**src/rtl/kse_pkg.sv**
```systemverilog
// ----------------------------------------------------------------------------
// kse_pkg: shared types and constants of the kinetic scroll engine
// Event codes, register map, controller states and the command/status
// structs that join the controller to the datapath.
// ----------------------------------------------------------------------------
package kse_pkg;

    // field widths
    localparam int POS_W  = 16;
    localparam int TIME_W = 32;
    localparam int VEL_W  = 32;
    localparam int ADDR_W = 4;
    localparam int DATA_W = 32;

    // serial divider / multiplier: one bit per cycle
    localparam int STEPS = 32;
    localparam int CNT_W = $clog2(STEPS);

    // tick distance clamp, raw value 2^62 in Q48.16
    localparam logic [63:0] DIST_CLAMP = 64'h4000_0000_0000_0000;
    localparam logic [31:0] VEL_MAX    = 32'h7FFF_FFFF;

    // register reset values
    localparam logic [15:0] STILL_RST    = 16'd100;
    localparam logic [7:0]  DEAD_RST     = 8'd12;
    localparam logic [3:0]  FRICTION_RST = 4'd1;

    typedef enum logic [2:0] {
        OP_PRESS   = 3'd0,
        OP_DRAG    = 3'd1,
        OP_RELEASE = 3'd2,
        OP_STOP    = 3'd3,
        OP_TICK    = 3'd4
    } op_t;

    typedef enum logic [1:0] {
        REG_STILL    = 2'd0,
        REG_DEAD     = 2'd1,
        REG_FRICTION = 2'd2
    } reg_idx_t;

    typedef enum logic [2:0] {
        ST_IDLE,
        ST_PREP,
        ST_ITER,
        ST_POST1,
        ST_POST2,
        ST_DONE
    } state_t;

    typedef struct packed {
        logic [15:0] still;
        logic [7:0]  dead;
        logic [3:0]  fshift;
    } cfg_t;

    // controller -> datapath
    typedef struct packed {
        logic latch;   // capture the input transfer
        logic load;    // load the serial units
        logic div;     // divide (release) rather than multiply (tick)
        logic step;    // one divide or multiply step
        logic post1;   // clamp and sign the product
        logic post2;   // subtract the distance already travelled
        logic commit;  // update state and load the output register
    } dp_cmd_t;

    // datapath -> controller
    typedef struct packed {
        op_t  op;
        logic refuse;
        logic running;
    } dp_stat_t;

endpackage

```
**src/rtl/kse_lane.sv**
```systemverilog
// ----------------------------------------------------------------------------
// kse_lane: one axis of the arithmetic
// Shared radix-2 unit: restoring divide for the release velocity, shift-add
// multiply for the tick distance, then clamp, subtract and round.
// ----------------------------------------------------------------------------
module kse_lane (
    input  logic               clk,
    input  kse_pkg::dp_cmd_t   cmd,
    input  logic [31:0]        load_val,  // dividend or multiplier
    input  logic [31:0]        opd,       // divisor or multiplicand
    input  logic               neg,       // sign of the result
    input  logic [31:0]        trav,      // distance travelled, signed
    input  logic [3:0]         fshift,
    output logic [31:0]        vel,
    output logic [15:0]        delta
);
    import kse_pkg::*;

    logic [31:0] rem_reg, rem_next;
    logic [31:0] q_reg, q_next;
    logic [31:0] opd_reg;
    logic        neg_reg;
    logic        div_reg;

    logic [32:0] sh;
    logic [33:0] trial;
    logic [32:0] sum;
    logic [63:0] prod;
    logic [63:0] pc;
    logic [63:0] pneg;
    logic [63:0] tsh;
    logic [63:0] diff;
    logic [47:0] q48;
    logic [31:0] qs;
    logic [31:0] mag;

    // step and post-processing datapath
    always_comb
    begin
        sh    = {rem_reg, q_reg[31]};
        trial = {1'b0, sh} - {2'b00, opd_reg};
        sum   = {1'b0, rem_reg} + (q_reg[0] ? {1'b0, opd_reg} : 33'd0);
        prod  = {rem_reg, q_reg};
        pc    = (prod > DIST_CLAMP) ? DIST_CLAMP : prod;
        pneg  = neg_reg ? (64'd0 - pc) : pc;
        tsh   = {{16{trav[31]}}, trav, 16'd0};
        diff  = prod - tsh;

        rem_next = rem_reg;
        q_next   = q_reg;
        if (cmd.load)
        begin
            rem_next = '0;
            q_next   = load_val;
        end
        else if (cmd.step)
        begin
            if (div_reg)
            begin
                if (!trial[33])
                begin
                    rem_next = trial[31:0];
                    q_next   = {q_reg[30:0], 1'b1};
                end
                else
                begin
                    rem_next = sh[31:0];
                    q_next   = {q_reg[30:0], 1'b0};
                end
            end
            else
            begin
                rem_next = sum[32:1];
                q_next   = {sum[0], q_reg[31:1]};
            end
        end
        else if (cmd.post1)
        begin
            {rem_next, q_next} = pneg;
        end
        else if (cmd.post2)
        begin
            {rem_next, q_next} = diff;
        end
    end

    always_ff @(posedge clk)
    begin
        rem_reg <= rem_next;
        q_reg   <= q_next;
        if (cmd.load)
        begin
            opd_reg <= opd;
            neg_reg <= neg;
            div_reg <= cmd.div;
        end
    end

    // velocity: friction shift, saturate, apply sign
    always_comb
    begin
        qs  = q_reg >> fshift;
        mag = qs[31] ? VEL_MAX : qs;
        vel = neg_reg ? (32'd0 - mag) : mag;
    end

    // delta: divide by 2^16 toward zero, saturate to 16 bits
    always_comb
    begin
        q48 = prod[63:16] + {47'd0, prod[63] & (|prod[15:0])};
        if (!q48[47] && (|q48[46:15]))
            delta = 16'h7FFF;
        else if (q48[47] && !(&q48[46:15]))
            delta = 16'h8000;
        else
            delta = q48[15:0];
    end

endmodule

```
**src/rtl/kse_dp.sv**
```systemverilog
// ----------------------------------------------------------------------------
// kse_dp: datapath of the kinetic scroll engine
// Input capture, gesture marks, velocity and travel state, the two axis
// lanes and the output payload register.
// ----------------------------------------------------------------------------
module kse_dp (
    input  logic                clk,
    input  logic                rst_n,
    input  kse_pkg::dp_cmd_t    cmd,
    input  kse_pkg::cfg_t       cfg,
    input  logic [2:0]          in_op,
    input  logic signed [15:0]  in_x,
    input  logic signed [15:0]  in_y,
    input  logic [31:0]         in_stamp,
    output kse_pkg::dp_stat_t   stat,
    output logic                out_apply,
    output logic signed [15:0]  out_dx,
    output logic signed [15:0]  out_dy,
    output logic                out_active,
    output logic                out_was_on
);
    import kse_pkg::*;

    // captured event
    op_t         op_reg;
    logic [15:0] x_reg, y_reg;
    logic [31:0] t_reg;

    // gesture state
    logic [15:0] press_x_reg, press_y_reg, drag_x_reg, drag_y_reg;
    logic [31:0] press_time_reg, drag_time_reg, release_time_reg;
    logic [31:0] vel_x_reg, vel_y_reg, trav_x_reg, trav_y_reg;
    logic        running_reg;
    logic        run_next;

    logic [31:0] rest, el_press, el_rel, divisor;
    logic [16:0] rdx, rdy, pdx, pdy;
    logic [15:0] mag_px, mag_py;
    logic        in_zone_x, in_zone_y, refuse;
    logic [31:0] vabs_x, vabs_y;
    logic [31:0] ld_x, ld_y, opd_x, opd_y;
    logic        neg_x, neg_y;
    logic [31:0] lane_vel_x, lane_vel_y;
    logic [15:0] lane_dx, lane_dy;
    logic        do_tick;

    function automatic logic [15:0] mag17(input logic [16:0] d);
        logic [16:0] n;
        n = d[16] ? (17'd0 - d) : d;
        return n[15:0];
    endfunction

    // capture the input transfer
    always_ff @(posedge clk)
    begin
        if (cmd.latch)
        begin
            op_reg <= op_t'(in_op);
            x_reg  <= in_x;
            y_reg  <= in_y;
            t_reg  <= in_stamp;
        end
    end

    // release decision and serial unit operands
    always_comb
    begin
        rest      = t_reg - drag_time_reg;
        rdx       = {x_reg[15], x_reg} - {drag_x_reg[15], drag_x_reg};
        rdy       = {y_reg[15], y_reg} - {drag_y_reg[15], drag_y_reg};
        in_zone_x = mag17(rdx) < {8'd0, cfg.dead};
        in_zone_y = mag17(rdy) < {8'd0, cfg.dead};
        refuse    = (rest > {16'd0, cfg.still}) && in_zone_x && in_zone_y;

        el_press  = t_reg - press_time_reg;
        divisor   = (el_press == 32'd0) ? 32'd1 : el_press;
        pdx       = {x_reg[15], x_reg} - {press_x_reg[15], press_x_reg};
        pdy       = {y_reg[15], y_reg} - {press_y_reg[15], press_y_reg};
        mag_px    = mag17(pdx);
        mag_py    = mag17(pdy);

        el_rel    = t_reg - release_time_reg;
        vabs_x    = vel_x_reg[31] ? (32'd0 - vel_x_reg) : vel_x_reg;
        vabs_y    = vel_y_reg[31] ? (32'd0 - vel_y_reg) : vel_y_reg;

        ld_x  = cmd.div ? {mag_px, 16'd0} : el_rel;
        ld_y  = cmd.div ? {mag_py, 16'd0} : el_rel;
        opd_x = cmd.div ? divisor : vabs_x;
        opd_y = cmd.div ? divisor : vabs_y;
        neg_x = cmd.div ? pdx[16] : vel_x_reg[31];
        neg_y = cmd.div ? pdy[16] : vel_y_reg[31];
    end

    assign stat.op      = op_reg;
    assign stat.refuse  = refuse;
    assign stat.running = running_reg;

    kse_lane u_lane_x (
        .clk      (clk),
        .cmd      (cmd),
        .load_val (ld_x),
        .opd      (opd_x),
        .neg      (neg_x),
        .trav     (trav_x_reg),
        .fshift   (cfg.fshift),
        .vel      (lane_vel_x),
        .delta    (lane_dx)
    );

    kse_lane u_lane_y (
        .clk      (clk),
        .cmd      (cmd),
        .load_val (ld_y),
        .opd      (opd_y),
        .neg      (neg_y),
        .trav     (trav_y_reg),
        .fshift   (cfg.fshift),
        .vel      (lane_vel_y),
        .delta    (lane_dy)
    );

    // running flag after this event
    always_comb
    begin
        run_next = running_reg;
        unique case (op_reg)
            OP_RELEASE: run_next = !refuse;
            OP_STOP:    run_next = 1'b0;
            default:    run_next = running_reg;
        endcase
        do_tick = (op_reg == OP_TICK) && running_reg;
    end

    // state update on commit
    always_ff @(posedge clk or negedge rst_n)
    begin
        if (!rst_n)
        begin
            press_x_reg      <= '0;
            press_y_reg      <= '0;
            press_time_reg   <= '0;
            drag_x_reg       <= '0;
            drag_y_reg       <= '0;
            drag_time_reg    <= '0;
            release_time_reg <= '0;
            vel_x_reg        <= '0;
            vel_y_reg        <= '0;
            trav_x_reg       <= '0;
            trav_y_reg       <= '0;
            running_reg      <= 1'b0;
        end
        else if (cmd.commit)
        begin
            running_reg <= run_next;
            unique case (op_reg)
                OP_PRESS:
                begin
                    press_x_reg    <= x_reg;
                    press_y_reg    <= y_reg;
                    press_time_reg <= t_reg;
                end
                OP_DRAG:
                begin
                    drag_x_reg    <= x_reg;
                    drag_y_reg    <= y_reg;
                    drag_time_reg <= t_reg;
                end
                OP_RELEASE:
                begin
                    release_time_reg <= t_reg;
                    if (!refuse)
                    begin
                        vel_x_reg  <= lane_vel_x;
                        vel_y_reg  <= lane_vel_y;
                        trav_x_reg <= '0;
                        trav_y_reg <= '0;
                    end
                end
                OP_TICK:
                begin
                    if (running_reg)
                    begin
                        trav_x_reg <= trav_x_reg + {{16{lane_dx[15]}}, lane_dx};
                        trav_y_reg <= trav_y_reg + {{16{lane_dy[15]}}, lane_dy};
                    end
                end
                default:
                begin
                end
            endcase
        end
    end

    // output payload register
    always_ff @(posedge clk)
    begin
        if (cmd.commit)
        begin
            out_apply  <= do_tick;
            out_dx     <= do_tick ? lane_dx : 16'd0;
            out_dy     <= do_tick ? lane_dy : 16'd0;
            out_active <= run_next;
            out_was_on <= (op_reg == OP_STOP) && running_reg;
        end
    end

endmodule

```
**src/rtl/kse_ctrl.sv**
```systemverilog
// ----------------------------------------------------------------------------
// kse_ctrl: controller of the kinetic scroll engine
// Sequences capture, divide/multiply steps, post-processing and commit,
// and owns the output valid flag.
// ----------------------------------------------------------------------------
module kse_ctrl (
    input  logic               clk,
    input  logic               rst_n,
    input  logic               s_tvalid,
    output logic               s_tready,
    output logic               m_tvalid,
    input  logic               m_tready,
    input  kse_pkg::dp_stat_t  stat,
    output kse_pkg::dp_cmd_t   cmd
);
    import kse_pkg::*;

    state_t           state_reg, state_next;
    logic [CNT_W-1:0] cnt_reg, cnt_next;
    logic             div_reg, div_next;
    logic             valid_reg, valid_next;

    always_ff @(posedge clk or negedge rst_n)
    begin
        if (!rst_n)
        begin
            state_reg <= ST_IDLE;
            cnt_reg   <= '0;
            div_reg   <= 1'b0;
            valid_reg <= 1'b0;
        end
        else
        begin
            state_reg <= state_next;
            cnt_reg   <= cnt_next;
            div_reg   <= div_next;
            valid_reg <= valid_next;
        end
    end

    // next state and commands
    always_comb
    begin
        cmd        = '0;
        state_next = state_reg;
        cnt_next   = cnt_reg;
        div_next   = div_reg;
        valid_next = m_tready ? 1'b0 : valid_reg;

        unique case (state_reg)
            ST_IDLE:
            begin
                if (s_tvalid)
                begin
                    cmd.latch  = 1'b1;
                    state_next = ST_PREP;
                end
            end
            ST_PREP:
            begin
                cnt_next = '0;
                if (stat.op == OP_RELEASE && !stat.refuse)
                begin
                    cmd.load   = 1'b1;
                    cmd.div    = 1'b1;
                    div_next   = 1'b1;
                    state_next = ST_ITER;
                end
                else if (stat.op == OP_TICK && stat.running)
                begin
                    cmd.load   = 1'b1;
                    div_next   = 1'b0;
                    state_next = ST_ITER;
                end
                else
                begin
                    state_next = ST_DONE;
                end
            end
            ST_ITER:
            begin
                cmd.step = 1'b1;
                cnt_next = cnt_reg + 1'b1;
                if (cnt_reg == CNT_W'(STEPS - 1))
                    state_next = div_reg ? ST_DONE : ST_POST1;
            end
            ST_POST1:
            begin
                cmd.post1  = 1'b1;
                state_next = ST_POST2;
            end
            ST_POST2:
            begin
                cmd.post2  = 1'b1;
                state_next = ST_DONE;
            end
            ST_DONE:
            begin
                // wait for the output register to free up
                if (!valid_reg || m_tready)
                begin
                    cmd.commit = 1'b1;
                    valid_next = 1'b1;
                    state_next = ST_IDLE;
                end
            end
            default:
            begin
                state_next = ST_IDLE;
            end
        endcase
    end

    assign s_tready = (state_reg == ST_IDLE);
    assign m_tvalid = valid_reg;

endmodule

```
**src/rtl/kinetic_scroll_engine.sv**
```systemverilog
// ----------------------------------------------------------------------------
// kinetic_scroll_engine: fling scrolling from pointer events
// Top level: register port, controller, datapath and stream packing.
// ----------------------------------------------------------------------------
// Usage:
//   Pointer events enter on the s_ stream (s_tuser = event code, s_tdata =
//   position and millisecond stamp). Each event yields exactly one result
//   transfer on the m_ stream (m_tuser = apply, m_tdata = deltas and flags).
//   Flow: press, drag, stop, unused codes and a tick while idle go from the
//   capture through the prepare state straight to the commit. A release that
//   starts a fling runs the 32-step serial divider; a tick while the fling
//   runs uses the 32-step serial multiplier plus clamp and subtract.
//   One event is in work at a time; the input reopens the cycle after the
//   commit, even if the receiver has not taken the previous result yet. A
//   stalled receiver holds the result and stops the engine at the commit of
//   the following event. Reset clears all gesture state (not scrolling) and
//   loads the register defaults: still time 100 ms, dead zone 12 px,
//   friction shift 1. The user must write the registers over the APB-style
//   port only while idle; the block itself does not enforce this.
// ----------------------------------------------------------------------------
module kinetic_scroll_engine (
    input  logic                        clk,
    input  logic                        rst_n,
    // input events
    input  logic                        s_tvalid,
    output logic                        s_tready,
    input  logic [63:0]                 s_tdata,   // pos_x[15:0], pos_y[31:16], stamp_ms[63:32]
    input  logic [2:0]                  s_tuser,   // op[2:0]
    // results
    output logic                        m_tvalid,
    input  logic                        m_tready,
    output logic [39:0]                 m_tdata,   // delta_x[15:0], delta_y[31:16], active[32],
                                                   // was_on[33], zero[39:34]
    output logic                        m_tuser,   // apply[0]
    // register port
    input  logic                        psel,
    input  logic                        penable,
    input  logic                        pwrite,
    input  logic [kse_pkg::ADDR_W-1:0]  paddr,
    input  logic [kse_pkg::DATA_W-1:0]  pwdata,
    output logic [kse_pkg::DATA_W-1:0]  prdata,
    output logic                        pready
);
    import kse_pkg::*;

    cfg_t        cfg_reg;
    logic        wr_en;
    reg_idx_t    reg_sel;
    dp_cmd_t     cmd;
    dp_stat_t    stat;
    logic        out_apply, out_active, out_was_on;
    logic [15:0] out_dx, out_dy;

    // register writes
    assign pready  = 1'b1;
    assign wr_en   = psel && penable && pwrite && pready;
    assign reg_sel = reg_idx_t'(paddr[3:2]);

    always_ff @(posedge clk or negedge rst_n)
    begin
        if (!rst_n)
        begin
            cfg_reg.still  <= STILL_RST;
            cfg_reg.dead   <= DEAD_RST;
            cfg_reg.fshift <= FRICTION_RST;
        end
        else if (wr_en)
        begin
            unique case (reg_sel)
                REG_STILL:    cfg_reg.still  <= pwdata[15:0];
                REG_DEAD:     cfg_reg.dead   <= pwdata[7:0];
                REG_FRICTION: cfg_reg.fshift <= pwdata[3:0];
                default:
                begin
                end
            endcase
        end
    end

    // register reads
    always_comb
    begin
        unique case (reg_sel)
            REG_STILL:    prdata = {16'd0, cfg_reg.still};
            REG_DEAD:     prdata = {24'd0, cfg_reg.dead};
            REG_FRICTION: prdata = {28'd0, cfg_reg.fshift};
            default:      prdata = '0;
        endcase
    end

    kse_ctrl u_ctrl (
        .clk      (clk),
        .rst_n    (rst_n),
        .s_tvalid (s_tvalid),
        .s_tready (s_tready),
        .m_tvalid (m_tvalid),
        .m_tready (m_tready),
        .stat     (stat),
        .cmd      (cmd)
    );

    kse_dp u_dp (
        .clk        (clk),
        .rst_n      (rst_n),
        .cmd        (cmd),
        .cfg        (cfg_reg),
        .in_op      (s_tuser),
        .in_x       (s_tdata[15:0]),
        .in_y       (s_tdata[31:16]),
        .in_stamp   (s_tdata[63:32]),
        .stat       (stat),
        .out_apply  (out_apply),
        .out_dx     (out_dx),
        .out_dy     (out_dy),
        .out_active (out_active),
        .out_was_on (out_was_on)
    );

    // result packing
    assign m_tdata = {6'd0, out_was_on, out_active, out_dy, out_dx};
    assign m_tuser = out_apply;

    // a tick only applies deltas while the fling runs
    a_apply_active: assert property (@(posedge clk) disable iff (!rst_n)
        (m_tvalid && m_tuser) |-> m_tdata[32])
        else $error("apply without active fling");

    // deltas are zero unless applied
    a_idle_zero: assert property (@(posedge clk) disable iff (!rst_n)
        (m_tvalid && !m_tuser) |-> (m_tdata[31:0] == 32'd0))
        else $error("nonzero delta without apply");

    // a stop always leaves the fling halted
    a_stop_halts: assert property (@(posedge clk) disable iff (!rst_n)
        m_tvalid |-> !(m_tdata[33] && m_tdata[32]))
        else $error("was_on with active still set");

    // one event at a time: input closes after a transfer
    a_one_event: assert property (@(posedge clk) disable iff (!rst_n)
        (s_tvalid && s_tready) |=> !s_tready)
        else $error("second input transfer while busy");

endmodule
```
**config.mk**
```make
export PLATFORM = sky130hd
export DESIGN_NAME = kinetic_scroll_engine
export DESIGN_NICKNAME = d
export VERILOG_FILES = /design/src/rtl/kse_pkg.sv /design/src/rtl/kse_lane.sv /design/src/rtl/kse_dp.sv /design/src/rtl/kse_ctrl.sv /design/src/rtl/kinetic_scroll_engine.sv
export SDC_FILE = /design/constraint.sdc
export NUM_CORES = 2
export LEC_CHECK = 0
export BUFFER_PORTS_ARGS = -buffer_cell sky130_fd_sc_hd__buf_4
export CELL_PAD_IN_SITES_DETAIL_PLACEMENT = 0
export CELL_PAD_IN_SITES_GLOBAL_PLACEMENT = 1
export CORE_MARGIN = 3
export CORE_UTILIZATION = 45
export CTS_CLUSTER_SIZE = 20
export DETAILED_ROUTE_END_ITERATION = 16
export GPL_TIMING_DRIVEN = 0
export PLACE_DENSITY = 0.75
export RECOVER_POWER = 25
export SETUP_SLACK_MARGIN = 0.02
export SLEW_MARGIN = 40
export SYNTH_ARGS = -nofsm -noshare
export SYNTH_HDL_FRONTEND = slang
export SYNTH_SLANG_ARGS = --single-unit
```
**constraint.sdc**
```tcl
create_clock -name clk -period 13.5 [get_ports clk]
set_clock_uncertainty 0.05 [all_clocks]
set_input_delay 0 -clock clk [delete_from_list [all_inputs] [get_ports clk]]
set_output_delay 0 -clock clk [all_outputs]
set_load 0.05 [all_outputs]
```
==> flow_summary.toml <==
[global_route]
met2_usage = 0.602
antenna_found_initial = 23
grt_pass1_vias = 62866
grt_pass1_wl_um = 433000
use_met1 = 0.494
grt_usage = 0.396
grt_max_degree = 74
met3_usage = 0.102
overflow = 0
top_usage_layer = "met2"

[placed_design]
gp_congestion = 1.08
io_buffers = 144
hpwl_um = 237000

[job]
cap_violations = 3

[synth]
synth_edf_count = 233
synthXorXnorAreaFrac = 0.0816
synthMuxAreaShare = 0.0780
ys_types = 112
ys.flop_type = "dfrtp_1"
synth_seq_cells = 624
syn_avg_cell_area_um2 = 8.17
ys_seq_area_frac = 0.255
synthAdderAreaFrac = 0.101
syn_inst = 7917
synth_compound_area_frac = 0.244
async_flop_share = 0.524
synth_warnings = 0
netlist_area_um2 = 64600
yosys.area_share.simple = 0.181
synth_top_family_by_area = "compound AO/OA/AOI/OAI gates"

[timing]
period_minus_slack_ps = 10800
rsz0062_at_grt = "no"
finalMaxSlewViolations = 194
hold_ws_ps = 37.8
fin_crit_sh = 0.800
tightest_slew_ps = 3830
hold_viol = 0
setup_viol = 0
slew_headroom = -1.55
fmax_mhz = 92.6
finalSetupTns_ps = 0

[cells_and_area]
area_growth_pct = 13.5
nFillCells = 13788
final_nets = 8998
drive_gt1_frac = 0.0905
post-route-util = 0.516

[floorplanning]
fp.dieH_um = 385
die_area_um2 = 148000
rows = 138
chipWidth_um = 385
initial_utilization = 0.455
core_area_um2 = 142000
io_pins = 186

[power_and_ir_drop]
leakage_nw = 30.9
vdd_drop_max_mv = 0.186
p_per_area_nw_per_um2 = 282

[setup_path]
worst-path-max-fanout = 10
crit_family = "compound AO/OA/AOI/OAI gates"
slowest_stage = "or3_1"
critical_path_buf_inv_count = 3
end_kind = "register"
crit_path_start_kind = "register"
critPathMostFrequentCell = "o21ai_0"
slowest_delay_ps = 700
rrSetupSlack_ps = 2700
worstPathRequired_ps = 14050
crit_arrival_ps = 11350
critPathKind = "reg -> reg"

[clock_network]
cts_setup_buffers = 0
clk_pin_slew_worst_paths_ps = 60
cts_buffers = 82
root_buffer = "clkbuf_16"
clock_sink_count = 624
clock_path_buffers = 3
cts_tree = "built"
clock_latency_ps = 730
htreeDepth = 3

[drt]
wire_per_inst_um = 29.2
vias_per_cell = 6.48
route.vias.total = 67014
drc = 0
dr.pass1.iters = 6
drt-total-wl_um = 302000
ant_nets = 0
first_iter_violations = 7742

[run_status]
violations = "capacitance limit, slew limit"
status = "finished with violations"

[min_path]
hold_path.class = "in -> reg"
[kinds of logic (layout without fill, tap and decap cells)]
family,Yosys count,in the layout
AND/OR/NAND/NOR,2391,2391
multiplexers,417,417
adder cells (fa/ha/maj),515,515
other,2,39
buffers and inverters,950,1455
flip-flops,624,624
XOR/XNOR,602,602
AO/OA/AOI/OAI,2416,2416
[layer usage]
layer  vias up  share of wire
met2      3701           0.43
met3      1005          0.098
li1      30057              -
met5         -        0.00051
met4         8          0.081
met1     32243           0.39
[layout by cell type, fill, tap and decap left out, drive strengths merged, types with 87 or more instances in the layout]
| cell | Yosys | final |
|---|---|---|
| nand2 | 783 | 783 |
| o21ai | 627 | 627 |
| clkbuf | 363 | 586 |
| a21oi | 528 | 528 |
| ha | 500 | 500 |
| nor2 | 478 | 478 |
| inv | 473 | 477 |
| dfrtp | 321 | 321 |
| xnor2 | 315 | 315 |
| xor2 | 287 | 287 |
| edfxtp | 233 | 233 |
| mux2i | 217 | 217 |
| nor3 | 206 | 206 |
| a21o | 181 | 181 |
| buf | 109 | 175 |
| dlygate4sd3 | 0 | 174 |
| mux2 | 149 | 149 |
| nand3 | 138 | 138 |
| and2 | 131 | 131 |
| o31ai | 107 | 107 |
| a211oi | 106 | 106 |
| a31oi | 98 | 98 |
| o211ai | 94 | 94 |
| nand2b | 93 | 93 |
| o21a | 93 | 93 |
| and3 | 87 | 87 |
[final timing paths]
check                                            start             endpoint  cells past startpoint
max in group asynchronous                        rst_n          cfg_reg[11]                      5
worst min-delay path                         pwdata[1]          cfg_reg[13]                      4
min in group asynchronous                        rst_n  u_dp.trav_y_reg[24]                      3
worst min register to register      u_dp.drag_y_reg[0]   u_dp.drag_y_reg[0]                      2
worst max-delay path            u_dp.u_lane_x.q_reg[0]  u_dp.trav_x_reg[31]                     32
worst max register to register  u_dp.u_lane_x.q_reg[0]  u_dp.trav_x_reg[31]                     32
[synthesized netlist by cell type, types with 215 or more instances]
library cell / number / area, um^2
a21oi_1: 528 / 2640
o21ai_0: 607 / 3040
inv_1: 470 / 1760
clkbuf_1: 361 / 1360
mux2i_1: 215 / 2150
nand2_1: 782 / 2940
nor2_1: 477 / 1790
xor2_1: 287 / 2510
ha_1: 500 / 6260
dfrtp_1: 321 / 8030
edfxtp_1: 233 / 7000
xnor2_1: 315 / 2760
[worst min-delay path, stage by stage]
cell,delay (ps)
dlygate4sd3_1,520
buf_4,130
nand2_1,40
o21ai_0,60
[cell type report]
class / instances / area, um^2 / area share
multi-input cells: 6364 / 44700 / 0.610
flip-flops and latches: 624 / 16500 / 0.225
repair buffers: 351 / 3020 / 0.0411
well taps: 1890 / 2360 / 0.0322
clock buffers: 113 / 2310 / 0.0315
plain buffers: 472 / 2120 / 0.0289
inverters: 478 / 1800 / 0.0245
clock inverters: 41 / 488 / 0.00665
diodes: 16 / 40.0 / 0.000546
[through the flow]
step	setup WS, ps	cells	total power [mW]	instance area (um^2)
final	2700	10349	20.7	73400
after global routing	2410	10333	21.8	73300
after CTS	3290	10333	20.1	73500
after detailed placement	3370	10005	17.7	68900
after global placement	265	9972	17.5	68200
after floorplan	6210	7938	12.8	64700
[power breakdown]
| group | switching, mW | total (mW) | internal [mW] |
|---|---|---|---|
| logic | 9.65 | 14.8 | 5.13 |
| registers | 0.833 | 3.59 | 2.76 |
| clock network | 0.981 | 2.33 | 1.35 |
| total | 11.5 | 20.7 | 9.23 |
[what timing repair did]
| item | CTS | global route |
|---|---|---|
| gates resized for setup | 0 | 0 |
| hold buffers | 174 | 0 |
| endpoints found under the hold margin | 290 | 0 |
Power figures use the tool's default switching activity.
